==> src/hdl/asmes_pkg.sv <==
`timescale 1ns / 1ps
package asmes_pkg;

	localparam int SAMPLE_W     = 12;
	localparam int GAIN_W       = 16;
	localparam int DIV_W        = 24;
	localparam int VOLT_W       = 24;
	localparam int ACC_W        = 28;
	localparam int FRAC_W       = 16;
	localparam int ADDR_W       = 4;
	localparam int DATA_W       = 32;
	localparam int REG_IDX_W    = 2;

	localparam int MUL_A_W      = 29;
	localparam int MUL_B_W      = 24;
	localparam int PROD_W       = MUL_A_W + MUL_B_W;
	localparam int V_W          = 29;
	localparam int SCALE_P_W    = SAMPLE_W + DIV_W;
	localparam int CORR_P_W     = V_W + GAIN_W;
	localparam int ROUND_SHIFT  = 8;
	localparam int CORR_W       = CORR_P_W - FRAC_W + 1;

	localparam int MEDIAN_DEPTH = 8;
	localparam int SLOT_W       = (MEDIAN_DEPTH > 1) ? $clog2(MEDIAN_DEPTH) : 1;
	localparam int MEDIAN_MID   = MEDIAN_DEPTH / 2;

	localparam logic [GAIN_W:0]     EMA_ONE      = (GAIN_W+1)'(65536);
	localparam logic [V_W-1:0]      VOLT_LIMIT   = V_W'(327680);
	localparam logic [GAIN_W-1:0]   CORR_SCALE   = GAIN_W'(64225);
	localparam logic [CORR_W-1:0]   CORR_OFFSET  = CORR_W'(6554);
	localparam logic [VOLT_W-1:0]   VOLT_MAX     = VOLT_W'(16777215);
	localparam logic [SCALE_P_W:0]  ROUND_HALF   = (SCALE_P_W+1)'(128);
	localparam logic [CORR_P_W:0]   CORR_HALF    = (CORR_P_W+1)'(32768);

	localparam logic [GAIN_W-1:0]   EMA_GAIN_RST = GAIN_W'(6554);
	localparam logic [DIV_W-1:0]    DIV_GAIN_RST = DIV_W'(184549);
	localparam logic [SAMPLE_W-1:0] DEAD_ZONE_RST = SAMPLE_W'(143);

	typedef struct packed {
		logic                filter_mode;
		logic [GAIN_W-1:0]   ema_gain;
		logic [DIV_W-1:0]    divider_gain;
		logic [SAMPLE_W-1:0] dead_zone_mv;
	} asmes_cfg_t;

	typedef enum logic [REG_IDX_W-1:0] {
		REG_FILTER_MODE  = 2'd0,
		REG_EMA_GAIN     = 2'd1,
		REG_DIVIDER_GAIN = 2'd2,
		REG_DEAD_ZONE    = 2'd3
	} reg_idx_t;

	typedef enum logic [3:0] {
		ST_IDLE,
		ST_MED,
		ST_EMA_A,
		ST_EMA_B,
		ST_EMA_SUM,
		ST_SCALE,
		ST_ROUND,
		ST_CORR,
		ST_FIN
	} seq_st_t;

	typedef enum logic [1:0] {
		MED_IDLE,
		MED_UP,
		MED_DN,
		MED_DONE
	} med_st_t;

endpackage

==> src/hdl/asmes_regs.sv <==
`timescale 1ns / 1ps
module asmes_regs (
	input  logic                             clk,
	input  logic                             arst_n,
	input  logic                             psel,
	input  logic                             penable,
	input  logic                             pwrite,
	input  logic [asmes_pkg::ADDR_W-1:0]     paddr,
	input  logic [asmes_pkg::DATA_W-1:0]     pwdata,
	output logic [asmes_pkg::DATA_W-1:0]     prdata,
	output logic                             pready,
	output asmes_pkg::asmes_cfg_t            cfg
);
	import asmes_pkg::*;

	asmes_cfg_t cfg_q;
	reg_idx_t   reg_idx;
	logic       wr_en;

	assign reg_idx = reg_idx_t'(paddr[REG_IDX_W+1:2]);
	assign wr_en   = psel && penable && pwrite;
	assign pready  = 1'b1;
	assign cfg     = cfg_q;

	always_ff @(posedge clk or negedge arst_n) begin
		if (!arst_n) begin
			cfg_q.filter_mode  <= 1'b0;
			cfg_q.ema_gain     <= EMA_GAIN_RST;
			cfg_q.divider_gain <= DIV_GAIN_RST;
			cfg_q.dead_zone_mv <= DEAD_ZONE_RST;
		end else if (wr_en) begin
			unique case (reg_idx)
				REG_FILTER_MODE:  cfg_q.filter_mode  <= pwdata[0];
				REG_EMA_GAIN:     cfg_q.ema_gain     <= pwdata[GAIN_W-1:0];
				REG_DIVIDER_GAIN: cfg_q.divider_gain <= pwdata[DIV_W-1:0];
				REG_DEAD_ZONE:    cfg_q.dead_zone_mv <= pwdata[SAMPLE_W-1:0];
				default: ;
			endcase
		end
	end

	always_comb begin
		prdata = '0;
		unique case (reg_idx)
			REG_FILTER_MODE:  prdata = DATA_W'(cfg_q.filter_mode);
			REG_EMA_GAIN:     prdata = DATA_W'(cfg_q.ema_gain);
			REG_DIVIDER_GAIN: prdata = DATA_W'(cfg_q.divider_gain);
			REG_DEAD_ZONE:    prdata = DATA_W'(cfg_q.dead_zone_mv);
			default:          prdata = '0;
		endcase
	end

endmodule

==> src/hdl/asmes_mul.sv <==
`timescale 1ns / 1ps
module asmes_mul (
	input  logic                          clk,
	input  logic                          en,
	input  logic [asmes_pkg::MUL_A_W-1:0] a,
	input  logic [asmes_pkg::MUL_B_W-1:0] b,
	output logic [asmes_pkg::PROD_W-1:0]  prod
);
	import asmes_pkg::*;

	logic [PROD_W-1:0] prod_q;

	always_ff @(posedge clk) begin
		if (en) begin
			prod_q <= PROD_W'(a) * PROD_W'(b);
		end
	end

	assign prod = prod_q;

endmodule

==> src/hdl/asmes_median.sv <==
`timescale 1ns / 1ps
module asmes_median (
	input  logic                           clk,
	input  logic                           arst_n,
	input  logic                           start,
	input  logic [asmes_pkg::SAMPLE_W-1:0] sample,
	output logic                           done,
	output logic [asmes_pkg::SAMPLE_W-1:0] median
);
	import asmes_pkg::*;

	localparam logic [SLOT_W-1:0] LAST = SLOT_W'(MEDIAN_DEPTH - 1);

	med_st_t             state_q, state_nxt;
	logic [SAMPLE_W-1:0] win_q [MEDIAN_DEPTH];
	logic [SLOT_W-1:0]   slot_q;
	logic [SLOT_W-1:0]   idx_q;
	logic [SAMPLE_W-1:0] carry_q;
	logic                first_q;

	logic [SLOT_W-1:0]   rd_idx;
	logic [SLOT_W-1:0]   idx_step;
	logic [SAMPLE_W-1:0] rd_val;
	logic                at_end;
	logic                swap;

	always_comb begin
		if (state_q == MED_UP) begin
			at_end   = (idx_q == LAST);
			idx_step = idx_q + SLOT_W'(1);
		end else begin
			at_end   = (idx_q == '0);
			idx_step = idx_q - SLOT_W'(1);
		end
		rd_idx = at_end ? idx_q : idx_step;
		rd_val = win_q[rd_idx];
		swap   = (state_q == MED_UP) ? (carry_q > rd_val) : (rd_val > carry_q);
	end

	always_comb begin
		state_nxt = state_q;
		unique case (state_q)
			MED_IDLE: if (start) state_nxt = MED_UP;
			MED_UP: begin
				if (at_end) begin
					state_nxt = first_q ? MED_DN : MED_DONE;
				end else if (!swap && first_q) begin
					state_nxt = MED_DN;
				end
			end
			MED_DN: begin
				if (at_end) begin
					state_nxt = MED_DONE;
				end else if (!swap && first_q) begin
					state_nxt = MED_DONE;
				end
			end
			MED_DONE: state_nxt = MED_IDLE;
			default:  state_nxt = MED_IDLE;
		endcase
	end

	always_comb begin
		done   = (state_q == MED_DONE);
		median = win_q[MEDIAN_MID];
	end

	always_ff @(posedge clk or negedge arst_n) begin
		if (!arst_n) begin
			state_q <= MED_IDLE;
			slot_q  <= '0;
			idx_q   <= '0;
			carry_q <= '0;
			first_q <= 1'b0;
			for (int i = 0; i < MEDIAN_DEPTH; i++) begin
				win_q[i] <= '0;
			end
		end else begin
			state_q <= state_nxt;
			unique case (state_q)
				MED_IDLE: begin
					if (start) begin
						idx_q   <= slot_q;
						carry_q <= sample;
						first_q <= 1'b1;
					end
				end
				MED_UP: begin
					if (at_end) begin
						if (!first_q) win_q[idx_q] <= carry_q;
					end else if (swap) begin
						win_q[idx_q] <= rd_val;
						idx_q        <= idx_step;
						first_q      <= 1'b0;
					end else if (!first_q) begin
						win_q[idx_q] <= carry_q;
						carry_q      <= rd_val;
						idx_q        <= idx_step;
					end
				end
				MED_DN: begin
					if (at_end) begin
						win_q[idx_q] <= carry_q;
					end else if (swap) begin
						win_q[idx_q] <= rd_val;
						idx_q        <= idx_step;
						first_q      <= 1'b0;
					end else begin
						win_q[idx_q] <= carry_q;
						if (!first_q) begin
							carry_q <= rd_val;
							idx_q   <= idx_step;
						end
					end
				end
				MED_DONE: slot_q <= (slot_q == LAST) ? '0 : slot_q + SLOT_W'(1);
				default: ;
			endcase
		end
	end

	a_start_idle: assert property (@(posedge clk) disable iff (!arst_n)
		start |-> (state_q == MED_IDLE))
		else $error("median pass started while busy");

	a_idx_range: assert property (@(posedge clk) disable iff (!arst_n)
		(state_q != MED_IDLE) |-> (idx_q <= LAST))
		else $error("median index out of window");

	a_slot_hold: assert property (@(posedge clk) disable iff (!arst_n)
		(state_q != MED_DONE) |=> $stable(slot_q))
		else $error("window slot moved outside pass end");

endmodule

==> src/hdl/adc_sample_median_ema_scaler_unit.sv <==
`timescale 1ns / 1ps
// Filters one 12-bit millivolt sample per input beat and returns one result beat holding the
// filtered millivolt value and the scaled, corrected voltage in unsigned Q8.16. Samples below
// dead_zone_mv are taken as zero. In median mode the sample overwrites the next slot of an
// eight-entry window and one bubble pass walks it into place, one slot per cycle. In moving
// average mode the sample is blended into a running average weighted by ema_gain. All products
// go through one registered 29x24 multiplier, used by the sequencer in its blend, scale and
// correction steps. The block takes a new sample only when the sequencer is idle, which it
// re-enters as the result is registered; a finished result may wait in the output register
// while the next sample is accepted.
module adc_sample_median_ema_scaler_unit (
	input  logic                           clk,
	input  logic                           arst_n,
	input  logic                           in_valid,
	output logic                           in_ready,
	input  logic [asmes_pkg::SAMPLE_W-1:0] sample_mv,
	output logic                           out_valid,
	input  logic                           out_ready,
	output logic [asmes_pkg::SAMPLE_W-1:0] filtered_mv,
	output logic [asmes_pkg::VOLT_W-1:0]   volts_q16,
	input  logic                           psel,
	input  logic                           penable,
	input  logic                           pwrite,
	input  logic [asmes_pkg::ADDR_W-1:0]   paddr,
	input  logic [asmes_pkg::DATA_W-1:0]   pwdata,
	output logic [asmes_pkg::DATA_W-1:0]   prdata,
	output logic                           pready
);
	import asmes_pkg::*;

	asmes_cfg_t cfg;

	seq_st_t             state_q, state_nxt;
	logic [ACC_W-1:0]    acc_q;
	logic [SAMPLE_W-1:0] samp_q;
	logic [ACC_W-1:0]    tmp_q;
	logic [SAMPLE_W-1:0] filt_q;
	logic [V_W-1:0]      v_q;
	logic                out_valid_q;
	logic [SAMPLE_W-1:0] filtered_mv_q;
	logic [VOLT_W-1:0]   volts_q;

	logic [SAMPLE_W-1:0] samp_dz;
	logic                accept;
	logic                med_start;
	logic                med_done;
	logic [SAMPLE_W-1:0] med_val;
	logic                mul_en;
	logic [MUL_A_W-1:0]  mul_a;
	logic [MUL_B_W-1:0]  mul_b;
	logic [PROD_W-1:0]   prod;
	logic [GAIN_W:0]     gain_inv;
	logic [ACC_W:0]      ema_sum;
	logic [SCALE_P_W:0]  round_sum;
	logic [CORR_P_W:0]   corr_sum;
	logic [CORR_W-1:0]   corr_v;
	logic [CORR_W-1:0]   volt_sel;
	logic [VOLT_W-1:0]   volt_sat;
	logic                out_free;

	asmes_regs u_regs (
		.clk     (clk),
		.arst_n  (arst_n),
		.psel    (psel),
		.penable (penable),
		.pwrite  (pwrite),
		.paddr   (paddr),
		.pwdata  (pwdata),
		.prdata  (prdata),
		.pready  (pready),
		.cfg     (cfg)
	);

	asmes_median u_median (
		.clk    (clk),
		.arst_n (arst_n),
		.start  (med_start),
		.sample (samp_dz),
		.done   (med_done),
		.median (med_val)
	);

	asmes_mul u_mul (
		.clk  (clk),
		.en   (mul_en),
		.a    (mul_a),
		.b    (mul_b),
		.prod (prod)
	);

	always_comb begin
		samp_dz   = (sample_mv < cfg.dead_zone_mv) ? '0 : sample_mv;
		gain_inv  = EMA_ONE - {1'b0, cfg.ema_gain};
		ema_sum   = {1'b0, tmp_q} + {1'b0, prod[ACC_W-1:0]};
		round_sum = {1'b0, prod[SCALE_P_W-1:0]} + ROUND_HALF;
		corr_sum  = {1'b0, prod[CORR_P_W-1:0]} + CORR_HALF;
		corr_v    = corr_sum[CORR_P_W:FRAC_W] + CORR_OFFSET;
		volt_sel  = (v_q > VOLT_LIMIT) ? corr_v : CORR_W'(v_q);
		volt_sat  = (volt_sel > CORR_W'(VOLT_MAX)) ? VOLT_MAX : volt_sel[VOLT_W-1:0];
		out_free  = !out_valid_q || out_ready;
		accept    = in_valid && in_ready;
	end

	always_comb begin
		state_nxt = state_q;
		unique case (state_q)
			ST_IDLE:    if (in_valid) state_nxt = cfg.filter_mode ? ST_EMA_A : ST_MED;
			ST_MED:     if (med_done) state_nxt = ST_SCALE;
			ST_EMA_A:   state_nxt = ST_EMA_B;
			ST_EMA_B:   state_nxt = ST_EMA_SUM;
			ST_EMA_SUM: state_nxt = ST_SCALE;
			ST_SCALE:   state_nxt = ST_ROUND;
			ST_ROUND:   state_nxt = ST_CORR;
			ST_CORR:    state_nxt = ST_FIN;
			ST_FIN:     if (out_free) state_nxt = ST_IDLE;
			default:    state_nxt = ST_IDLE;
		endcase
	end

	always_comb begin
		in_ready  = 1'b0;
		med_start = 1'b0;
		mul_en    = 1'b0;
		mul_a     = '0;
		mul_b     = '0;
		unique case (state_q)
			ST_IDLE: begin
				in_ready  = 1'b1;
				med_start = in_valid && !cfg.filter_mode;
			end
			ST_EMA_A: begin
				mul_en = 1'b1;
				mul_a  = MUL_A_W'(acc_q);
				mul_b  = MUL_B_W'(gain_inv);
			end
			ST_EMA_B: begin
				mul_en = 1'b1;
				mul_a  = MUL_A_W'(samp_q);
				mul_b  = MUL_B_W'(cfg.ema_gain);
			end
			ST_SCALE: begin
				mul_en = 1'b1;
				mul_a  = MUL_A_W'(filt_q);
				mul_b  = cfg.divider_gain;
			end
			ST_CORR: begin
				mul_en = 1'b1;
				mul_a  = v_q;
				mul_b  = MUL_B_W'(CORR_SCALE);
			end
			default: ;
		endcase
	end

	always_ff @(posedge clk or negedge arst_n) begin
		if (!arst_n) begin
			state_q     <= ST_IDLE;
			acc_q       <= '0;
			out_valid_q <= 1'b0;
		end else begin
			state_q <= state_nxt;
			if (state_q == ST_EMA_SUM) begin
				acc_q <= ema_sum[ACC_W-1:0];
			end
			if (state_q == ST_FIN && out_free) begin
				out_valid_q <= 1'b1;
			end else if (out_ready) begin
				out_valid_q <= 1'b0;
			end
		end
	end

	always_ff @(posedge clk) begin
		if (accept) begin
			samp_q <= samp_dz;
		end
		if (state_q == ST_EMA_B) begin
			tmp_q <= prod[ACC_W+FRAC_W-1:FRAC_W];
		end
		if (state_q == ST_EMA_SUM) begin
			filt_q <= ema_sum[ACC_W-1:FRAC_W];
		end else if (state_q == ST_MED && med_done) begin
			filt_q <= med_val;
		end
		if (state_q == ST_ROUND) begin
			v_q <= round_sum[SCALE_P_W:ROUND_SHIFT];
		end
		if (state_q == ST_FIN && out_free) begin
			filtered_mv_q <= filt_q;
			volts_q       <= volt_sat;
		end
	end

	assign out_valid   = out_valid_q;
	assign filtered_mv = filtered_mv_q;
	assign volts_q16   = volts_q;

	a_med_done_state: assert property (@(posedge clk) disable iff (!arst_n)
		med_done |-> (state_q == ST_MED))
		else $error("median result outside median wait");

	a_med_entry: assert property (@(posedge clk) disable iff (!arst_n)
		(accept && !cfg.filter_mode) |=> (state_q == ST_MED))
		else $error("median beat did not start the window pass");

	a_acc_untouched: assert property (@(posedge clk) disable iff (!arst_n)
		(state_q == ST_MED) |=> $stable(acc_q))
		else $error("average accumulator changed in median mode");

endmodule

==> config.mk <==
export PLATFORM = sky130hd
export DESIGN_NAME = adc_sample_median_ema_scaler_unit
export DESIGN_NICKNAME = d
export VERILOG_FILES = /design/src/hdl/asmes_pkg.sv /design/src/hdl/asmes_regs.sv /design/src/hdl/asmes_mul.sv /design/src/hdl/asmes_median.sv /design/src/hdl/adc_sample_median_ema_scaler_unit.sv
export SDC_FILE = /design/constraint.sdc
export NUM_CORES = 2
export LEC_CHECK = 0
export ABC_AREA = 0
export CELL_PAD_IN_SITES_DETAIL_PLACEMENT = 0
export CELL_PAD_IN_SITES_GLOBAL_PLACEMENT = 1
export CORE_MARGIN = 5
export CORE_UTILIZATION = 52
export DETAILED_ROUTE_END_ITERATION = 10
export DONT_BUFFER_PORTS = 1
export GPL_TIMING_DRIVEN = 0
export PLACE_DENSITY = 0.83
export SYNTH_ARGS = -nofsm -noshare
export SYNTH_HDL_FRONTEND = slang
export SYNTH_SLANG_ARGS = --single-unit
==> constraint.sdc <==
create_clock -name clk -period 10 [get_ports clk]
set_input_delay 1 -clock clk [delete_from_list [all_inputs] [get_ports clk]]
set_output_delay 1 -clock clk [all_outputs]
set_load 0.01 [all_outputs]
## Word level (Yosys, flattened, before mapping)

Index checks and enable logic that the tools add are counted.

- Bits in registers: 365
- Latch bits: 0
- Memory bits (writable): 0
- Memory bits (read-only): 0
- Input port bits: 55
- Output and inout bits: 71
- Word-level logic and storage cells: 160
- Memories: 0

- $add $sub $neg: 8
- $mul: 1
- Div/mod/pow operators: 0
- Magnitude comparators: 8
- Equal/unequal tests: 27
- Shift-type cells: 0
- Muxes and demuxes: 56
- Bitwise operators: 2
- Reductions and logical operators: 31

Operator list:

| operator | number |
|---|---|
| 96-bit two-way mux | 5 |
| 96-bit bitwise mux | 2 |
| 96-bit one-hot mux with 2 select lines | 1 |
| 32-bit one-hot mux with 4 select lines | 1 |
| 12-bit two-way mux | 10 |
| 29-bit one-hot mux with 4 select lines | 1 |
| 24-bit one-hot mux with 4 select lines | 1 |
| 45-bit by 16-bit adder with 46-bit output (second input constant) | 1 |
| 29-bit by 24-bit multiplier with 45-bit output | 1 |
| 36-bit by 8-bit adder with 37-bit output (second input constant) | 1 |
| 12-bit binary-select mux with 3-bit select | 1 |
| 12-bit demux with 3-bit select | 1 |
| 4-bit one-hot mux with 9 select lines | 1 |
| 30-bit by 13-bit adder with 30-bit output (second input constant) | 1 |
| 30-bit by 24-bit greater-than comparator with 1-bit output (second input constant) | 1 |
| 30-bit two-way mux | 1 |
| 29-bit by 19-bit greater-than comparator with 1-bit output (second input constant) | 1 |
| 28-bit adder | 1 |
| 12-bit greater-than comparator | 2 |
| 12-bit one-hot mux with 2 select lines | 1 |
| 3-bit two-way mux | 7 |
| 17-bit by 16-bit subtractor with 17-bit output (first input constant) | 1 |
| 4-bit by 3-bit equality test with 1-bit output (second input constant) | 4 |
| 2-bit != test (second input constant) | 7 |
| other kinds (35) | 79 |

## Longest topological paths before layout

- Word-level depth: 14
- Depth in mapped cells: 34

## Cells and area by module

A second synthesis with hierarchy kept.

- Cell total of the unflattened synthesis: 4710
- Area, all modules: 44557.7 µm²

Modules (own cells, without submodules):

| module | instances | cells an instance | area an instance (µm²) | seq. area each (µm²) |
|---|---|---|---|---|
| asmes_mul | 1 | 2644 | 24267.0 | 1591.5 |
| adc_sample_median_ema_scaler_unit | 1 | 1040 | 9970.8 | 4339.2 |
| asmes_median | 1 | 855 | 7793.7 | 2927.8 |
| asmes_regs | 1 | 171 | 2526.2 | 1352.5 |

## Worst setup path after synthesis

Ideal clock, no wire load.

- Kind: register -> register
- From: register state_q[2]
- To: register u_mul.prod_q[37], in the netlist u_mul.prod[37], data pin
- Data arrival time: 8.652 ns
- Data required time: 9.730 ns
- Path slack: 1.078 ns
- Stages on the path, launching flop included: 33
- Path buffers: 3
- Cells stage by stage: dfrtp_1 -> clkinv_1 -> nand2_1 -> or2_2 -> clkbuf_1 -> nor2_1 -> clkbuf_1 -> a22oi_1 -> nand2_1 -> clkbuf_1 -> nand2_1 -> fa_1 -> inv_1 -> fa_1 -> inv_1 -> fa_1 -> fa_1 -> inv_1 -> fa_1 -> fa_1 -> inv_1 -> fa_1 -> inv_1 -> ha_1 -> a21oi_1 -> o211ai_1 -> a21oi_1 -> o21ai_0 -> a2111oi_2 -> o21ai_0 -> a21oi_1 -> a311oi_1 -> xor2_1

- Longest elaborated chain between the ends: 3
- Elaborated cells on any way between the ends: 7
- Those cells by class: mul: 1; eq/ne: 4; mux: 2

Ends and longest elaborated chain:

| what | line | source |
|---|---|---|
| start: declaration | adc_sample_median_ema_scaler_unit.sv:33 | `seq_st_t state_q, state_nxt;` |
| start signal: assignment | adc_sample_median_ema_scaler_unit.sv:161 | `state_q <= state_nxt;` |
| 4-bit by 3-bit equality test with 1-bit output or 4-bit by 2-bit equality test with 1-bit output (tied branches) | adc_sample_median_ema_scaler_unit.sv:126 | `unique case (state_q)` |
| 29-bit one-hot mux with 4 select lines or 24-bit one-hot mux with 4 select lines (tied branches) | adc_sample_median_ema_scaler_unit.sv:126 |  |
| 29-bit by 24-bit multiplier with 45-bit output (*) | asmes_mul.sv:15 | `prod_q <= PROD_W'(a) * PROD_W'(b);` |
| end signal: assignment | asmes_mul.sv:15 |  |
| end: declaration | asmes_mul.sv:11 | `logic [PROD_W-1:0] prod_q;` |

Every way passes the cells marked *; elsewhere a longest branch is shown, timed or not.
A chain may end at the register's enable or synchronous reset.

## Worst setup path after layout

- From: register state_q[2]
- To: register u_mul.prod_q[44], in the netlist u_mul.prod[44], data pin

Same word-level chain as after synthesis.

==> flow_summary.yaml <==
outcome:
  status: "finished clean"
sta:
  report.final.slew_viol_count: 0
  worst_slew_pin_slew_ns: 1.30
  clock.fmax_mhz: 104
  finalHoldViolCount: 0
  timing.slew.headroom_pct: 12.6
  setup_viol: 0
  worst_slack_ns: 0.342
  period_minus_slack_ns: 9.66
  timing.final.crit_share_pct: 96.6
  timing.hold.ws_ns: 0.0940
  skew_ns: 0.0508
placed_design:
  numPortBuffers: 0
  placedCellCount: 5413
  place_ws_ns: -0.943
  gp_congestion: 1.01
  hpwl_um: 105000
critical_path:
  rrSetupSlack_ns: 0.34
  path_buf_inv: 7
  crit_required_ns: 10.41
  worst_path_most_repeated_cell: "fa_1"
  cpPeakStageDelay_ns: 0.60
  r2r_cells: 30
  slowest_stage: "fa_1"
  r2r_start: "state_q[2]"
  critical_path.top_delay_family: "adder cells"
  endpoint_kind: "flip-flop"
  path_class: "reg2reg"
  r2r-end: "u_mul.prod[44]"
  worstPathArrival_ns: 10.07
  cp_max_fo: 10
  worstSetupStartpointType: "flip-flop"
yosys:
  synth_top_area_share_pct: 28.2
  synth.most_common_cell: "inv_1"
  ys_types: 89
  ys_top_cells_by_count: "inv_1, fa_1, nand2_1, nor2_1, ha_1"
  ys_warn_count: 0
  synth_edf_count: 162
  synth_top_area_cell: "fa_1"
  yosysSeqAreaShare_pct: 24.7
  async_flop_share_pct: 55.6
  postSynthCellCount: 4269
  yosys_register_bits: 365
  synth_mux_area_share_pct: 3.85
  synth_area_um2: 40300
  synth_compound_area_share_pct: 10.9
  synth.area.top_cells: "fa_1, edfxtp_1, dfrtp_1"
  synthXorXnorAreaFrac_pct: 3.15
  synth-simple-area-share_pct: 13.6
  synth.avg_cell_area_um2: 9.45
  synth_top_family_by_area: "adder cells"
  synthAdderAreaFrac_pct: 34.3
  ys.flop_type: "dfrtp_1"
die:
  die_width_um: 289
  boundaryPins: 126
  die_h_um: 289
  start_util_pct: 52.3
  die_area_um2: 83300
  row_count: 102
  core_um2: 77200
clocking:
  clockRootBuffer: "clkbuf_16"
  path_clk_slew_ns: 0.07
  cts_tree: "built"
  insertion_delay_ns: 0.60
  cts_buffers: 42
  cts_max_path_buffers: 3
  htree_levels: 2
  cts_sinks: 365
  hold_buffers: 0
routing:
  post-route-drc-count: 0
  dr_wl_met3_um: 12100
  drt-total-wl_um: 129000
  num_vias: 31800
  firstDrtPassIters: 6
  routed_via_density: 5.79
  highest_layer: "met5"
  met2WireLength_um: 56000
  antenna_left: 0
  wl_per_cell_um: 23.6
  wl_met1_um: 53200
  dr.first_iter.drc_count: 2763
grt:
  grt_pass1_vias: 32500
  grt_max_degree: 204
  grt_pass1_wl_um: 200000
  grtUsageTotal_pct: 31.8
  grt_overflow_total: 0
  antenna_found_initial: 3
layout:
  syn_to_final_growth_pct: 8.48
  drive_above_1_share_pct: 7.79
  nFillCells: 6979
  fin_util_pct: 56.7
  num-nets-final: 5227
  final_cells: 5483
job:
  drv_cap: 0
hold_path:
  hold_class: "in2async"
==> logic make-up (layout without fill, tap and decap cells) <==
logic type | count (synthesis) | after routing
fa+ha+maj | 765 | 765
flops | 365 | 365
other cells | 2 | 101
buf+inv | 993 | 1068
simple gates | 1246 | 1246
compound gates | 639 | 639
mux | 114 | 114
xor+xnor | 145 | 145
==> how the worst max path moves through the flow <==
stage              startpoint  depth (start not counted)  slack (ns)             end
3_5_place_dp       state_q[2]                         29       -0.94  u_mul.prod[37]
4_1_cts        u_regs.cfg[36]                         32       0.004  u_mul.prod[44]
3_3_place_gp       state_q[2]                         29       -1.62  u_mul.prod[37]
2_1_floorplan      state_q[2]                         32        1.08  u_mul.prod[37]
6_report           state_q[2]                         30        0.34  u_mul.prod[44]
5_1_grt            state_q[2]                         32       -0.01  u_mul.prod[44]
==> layout make-up <==
class	count	area, um2	share of cell area, %
multi-input combinational	3008	27200	62.1
timing repair buffer	11	115	0.263
clock buffer	52	1100	2.51
antenna	2	5.00	0.0114
clock inverter	26	283	0.646
tap	1040	1300	2.97
inverter	766	2880	6.58
buffer	213	942	2.15
sequential	365	9970	22.8
==> worst register-to-register path: cells and delay by family, from the launching register on <==
| family | cells | cell delay [ns] |
|---|---|---|
| buffers and inverters | 7 | 1.29 |
| adder cells (fa/ha/maj) | 8 | 4.23 |
| AND/OR/NAND/NOR | 11 | 2.62 |
| flip-flops | 1 | 0.38 |
| AO/OA/AOI/OAI | 4 | 0.95 |
==> sequential cells by signal (all words and copies together), names as in the netlist, 24 cells and up <==
name,cells
u_median.win_q,84
u_regs.cfg,53
v_q,29
volts_q16,24
acc_q,28
tmp_q,28
u_mul.prod,45
==> metal layers <==
layer | vias up | track usage, %
met3 | 325 | 7.10
met1 | 16000 | 44.2
li1 | 14000 | -
met2 | 1420 | 48.1
met4 | 6 | 14.5
met5 | - | 0
==> through the flow <==
step | setup TNS (ns) | cell area [um2]
final | 0 | 43800
after global routing | -0.00960 | 43800
after CTS | 0 | 43600
after detailed placement | -9.63 | 42100
after global placement | -26.11 | 42000
after floorplan | 0 | 40700
==> placed cells by master (no fill, tap or decap), types with 99 or more instances in the layout <==
cell,instances
a21oi_1,102
nor2_1,442
fa_1,568
edfxtp_1,162
ha_1,197
clkbuf_1,137
inv_1,764
conb_1,99
xnor2_1,100
dfrtp_1,182
o21ai_0,112
nand2_1,443
==> timing repair <==
| action | CTS | global route |
|---|---|---|
| endpoints found under the setup margin | 20 | 16 |
| pin swaps | 0 | 4 |
| buffers inserted | 0 | 4 |
| resized for setup | 31 | 106 |
Power is left out: the tool's default activity adds up to more than one toggle a clock period on the data nets, which glitch-free logic cannot reach.
